## config.mk

```make
export PLATFORM = sky130hd
export DESIGN_NAME = lobm_ram
export DESIGN_NICKNAME = d
export VERILOG_FILES = /design/src/design/lobm_ram.sv
export SDC_FILE = /design/constraint.sdc
export NUM_CORES = 1
export LEC_CHECK = 0
export BUFFER_PORTS_ARGS = -buffer_cell sky130_fd_sc_hd__buf_2
export CAP_MARGIN = 40
export CORE_ASPECT_RATIO = 1.1
export CORE_UTILIZATION = 42
export DETAILED_ROUTE_END_ITERATION = 16
export MAX_ROUTING_LAYER = met4
export SLEW_MARGIN = 40
export SYNTH_ARGS = -nofsm -noshare
export SYNTH_HDL_FRONTEND = slang
export SYNTH_SLANG_ARGS = --single-unit
```

## constraint.sdc

```tcl
create_clock -name clk -period 2.6 [get_ports clk]
set_input_delay 0.26 -clock clk [delete_from_list [all_inputs] [get_ports clk]]
set_output_delay 0.26 -clock clk [all_outputs]
set_load 0.005 [all_outputs]
```

## src/design/lobm_ram.sv

```systemverilog
// Generic simple dual-port RAM, one write and one registered read port.
// No dependencies.
module lobm_ram #(
    parameter int WIDTH = 8,
    parameter int DEPTH = 32
) (
    input  logic                     clk,
    input  logic                     we,
    input  logic [$clog2(DEPTH)-1:0] waddr,
    input  logic [WIDTH-1:0]         wdata,
    input  logic [$clog2(DEPTH)-1:0] raddr,
    output logic [WIDTH-1:0]         rdata
);
    logic [WIDTH-1:0] mem [DEPTH];
    logic [WIDTH-1:0] rdata_reg;

    always_ff @(posedge clk)
    begin
        if (we)
        begin
            mem[waddr] <= wdata;
        end
        rdata_reg <= mem[raddr];
    end

    assign rdata = rdata_reg;
endmodule

```

==> flow_metrics.tcl <==
set metrics [dict create \
    dpl_worst_slack_ns 0.375 \
    number_of_synthesized_register_bits 264 \
    startpoint_type "flip-flop" \
    cts.reportedPaths.clkPinSlew_ns 0.06 \
    yosysTopAreaCell "sky130_fd_sc_hd__edfxtp_1" \
    cp_slowest_cell "sky130_fd_sc_hd__mux4_2" \
    pwr-share-comb 0.050 \
    grt_antenna_before_repair 0 \
    instances_no_fill 810 \
    min_period_over_period 0.698 \
    power.sequential.fraction 0.541 \
    holdWs_ns 0.214 \
    syn-cell-area_um2 10100 \
    crit_type "reg -> reg" \
    ctsLongestPathBuffers 3 \
    mapped_avg_cell_area_um2 24.1 \
    place.detailed.instances 765 \
    max-slew-margin-rel 0.583 \
    drt-wirelength-per-cell_um 25.0 \
    commonest_non_fill_non_tap_cell_in_the_layout "sky130_fd_sc_hd__edfxtp_1" \
    cp_top_family "multiplexers" \
    routability_congestion_estimate_from_global_placement 0.750 \
    place_area_um2 10800 \
    top_level_ports 28 \
    fp.coreArea_um2 23500 \
    timing.fmax_mhz 551 \
    fin_nets 507 \
    timing.critical_path.to_type "flip-flop" \
    dr_total_vias 4463 \
    worstPathRequired_ns 3.00 \
    outcome "completed" \
    drtPass1Iterations 4 \
    timing.final.max_slew_violations 0 \
    path_max_fanout 1 \
    numCtsBuffers 25 \
    final_cell_mix "sky130_fd_sc_hd__edfxtp_1 (256), sky130_fd_sc_hd__mux4_2 (80), sky130_fd_sc_hd__nor2_1 (33), sky130_fd_sc_hd__buf_4 (33), sky130_fd_sc_hd__buf_2 (26)" \
    hold_path_depth 2 \
    detail_route.wirelength_um 20300 \
    track_usage 0.179 \
    mappedNetlistNets 437 \
    htree_levels 1 \
    maxCapViolations 0 \
    crit_path_max_incr_delay_ns 0.55 \
    synthToLayoutAreaGrowth_pct 15.4 \
    int_pwr_w 0.00706 \
    synthesis.instances 417 \
    final.setup.worst_slack_ns 0.786 \
    drtAntennaViolNets 0 \
    post_cts_resized 0 \
    finClkSkew_ns 0.0159 \
    rr_startpoint "mem[21][2]$_DFFE_PP_" \
    sequential_cell_area_um2 7850 \
    cts_root_buffer "sky130_fd_sc_hd__clkbuf_16" \
    worst_r2r_path_depth 3 \
    endpoint "rdata[2]$_DFF_P_" \
    detail_route.drc_violations 0 \
    fillCellCount 1840 \
    cts.sink_count 264 \
    number_of_global_route_vias_before_repair 4575 \
    dieWidth_um 150 \
    worstSetupStartpoint "mem[21][2]$_DFFE_PP_" \
    multi_input_area_um2 2100 \
    critPathMostFrequentCell "sky130_fd_sc_hd__mux4_2" \
    max_reg_flops 256 \
    crit_chain "mux4_2 > mux4_2 > mux2_2" \
    power_switching_share 0.198 \
    largest_net_degree_at_the_start_of_global_routing 65 \
    worst_slew_pin_slew_ns 0.625 \
    timing.critical_path.buf_inv 0 \
    via_per_inst 5.51 \
    regToRegEndpoint "rdata[2]$_DFF_P_" \
    worst_skew_pair.late_latency_ns 0.52 \
    synth.yosys.warnings 0 \
    grt_first_pass_wirelength_um 30100 \
    final_area_um2 11600 \
    io_buffers 27 \
    setup.reg_to_reg.worst_slack_ns 0.79 \
    yosysUniqueCellTypes 15 \
    power-per-cell-area_nw_per_um2 759 \
    initial_core_util 0.427 \
    setup-violations-final 0 \
    fp.dieArea_um2 24600 \
    static-leakage-power_nw 3.69 \
    part_of_the_power_in_the_clock_network 0.409 \
    hold_violations 0 \
    post-cts-setup-buffer-count 0 \
    timing.final.crit_period_ns 1.81 \
    grt_overflow 0 \
    worstHoldPathType "in -> reg" \
    seq_area_frac_synth 0.781 \
    dr.first_iter.drc_count 424 \
    ir_drop_mv 0.343 \
    power.switching_w 0.00174 \
    antennaDiodeCount 0 \
    die-height_um 164 \
    synth_area_leaders "sky130_fd_sc_hd__edfxtp_1 (76%), sky130_fd_sc_hd__mux4_2 (18%), sky130_fd_sc_hd__dfxtp_1 (1.6%)" \
    std_cell_rows 59 \
    critical_path_depth 3 \
    setup-tns-final_ns 0 \
    cts_hold_buffers_added 0 \
    grt_setup_unrepaired "no" \
    hpwlAfterDp_um 12800 \
    tritoncts_clock_tree "yes" \
    synth.top_cell.area_share 0.765 \
    post_route_cells_drive_above_1_share 0.376 \
    worst-endpoint-arrival_ns 2.22 \
]
==> cells in the mapped netlist (all sizes together) <==
cell / count
nand3: 2
or3b: 3
dfxtp: 8
nand2: 1
or3: 1
nor2: 33
nand3b: 5
buf: 14
mux2: 8
edfxtp: 256
mux4: 80
clkbuf: 6
==> how the worst min path moves through the flow <==
stage	from	end
after global placement	rdata[2]$_DFF_P_	rdata[2]
after global routing	raddr[3]	rdata[5]$_DFF_P_
final	raddr[3]	rdata[0]$_DFF_P_
after CTS	raddr[3]	rdata[7]$_DFF_P_
after floorplan	wdata[0]	mem[0][0]$_DFFE_PP_
after detailed placement	rdata[2]$_DFF_P_	rdata[2]
==> stage by stage <==
step	power, W	utilization
floorplan	0.00509	-
global placement	0.00529	0.458
detailed placement	0.00530	0.458
CTS	0.00888	0.492
global route	0.00906	0.492
finish	0.00880	0.492
==> metal layers <==
layer / vias up / global-route usage / share of wire
met5: - / - / 0
met4: 0 / 0.0557 / 0.023
met3: 29 / 0.0242 / 0.064
met2: 115 / 0.269 / 0.48
met1: 2403 / 0.255 / 0.44
li1: 1916 / - / -
==> logic make-up (layout without fill, tap and decap cells) <==
family	after synthesis	count (layout)	share of synthesized area
and+or+nand+nor	45	45	0.0207
buffers and inverters	20	108	0.0106
DFF	264	264	0.781
muxes	88	88	0.188
==> power groups by stage <==
stage	clock network, W	registers, W	logic (W)
finish	0.00360	0.00476	0.000442
global route	0.00382	0.00476	0.000477
CTS	0.00367	0.00476	0.000455
detailed placement	0	0.00485	0.000453
global placement	0	0.00485	0.000440
floorplan	0	0.00484	0.000252
==> cell type report <==
| type | instances | share of cell area |
|---|---|---|
| sequential | 264 | 0.677 |
| clock buffer | 34 | 0.0586 |
| timing repair buffer | 63 | 0.0395 |
| clock inverter | 11 | 0.0113 |
| multi-input combinational | 133 | 0.181 |
| tap | 305 | 0.0329 |
Note: power is estimated with default switching activity, not from simulation.
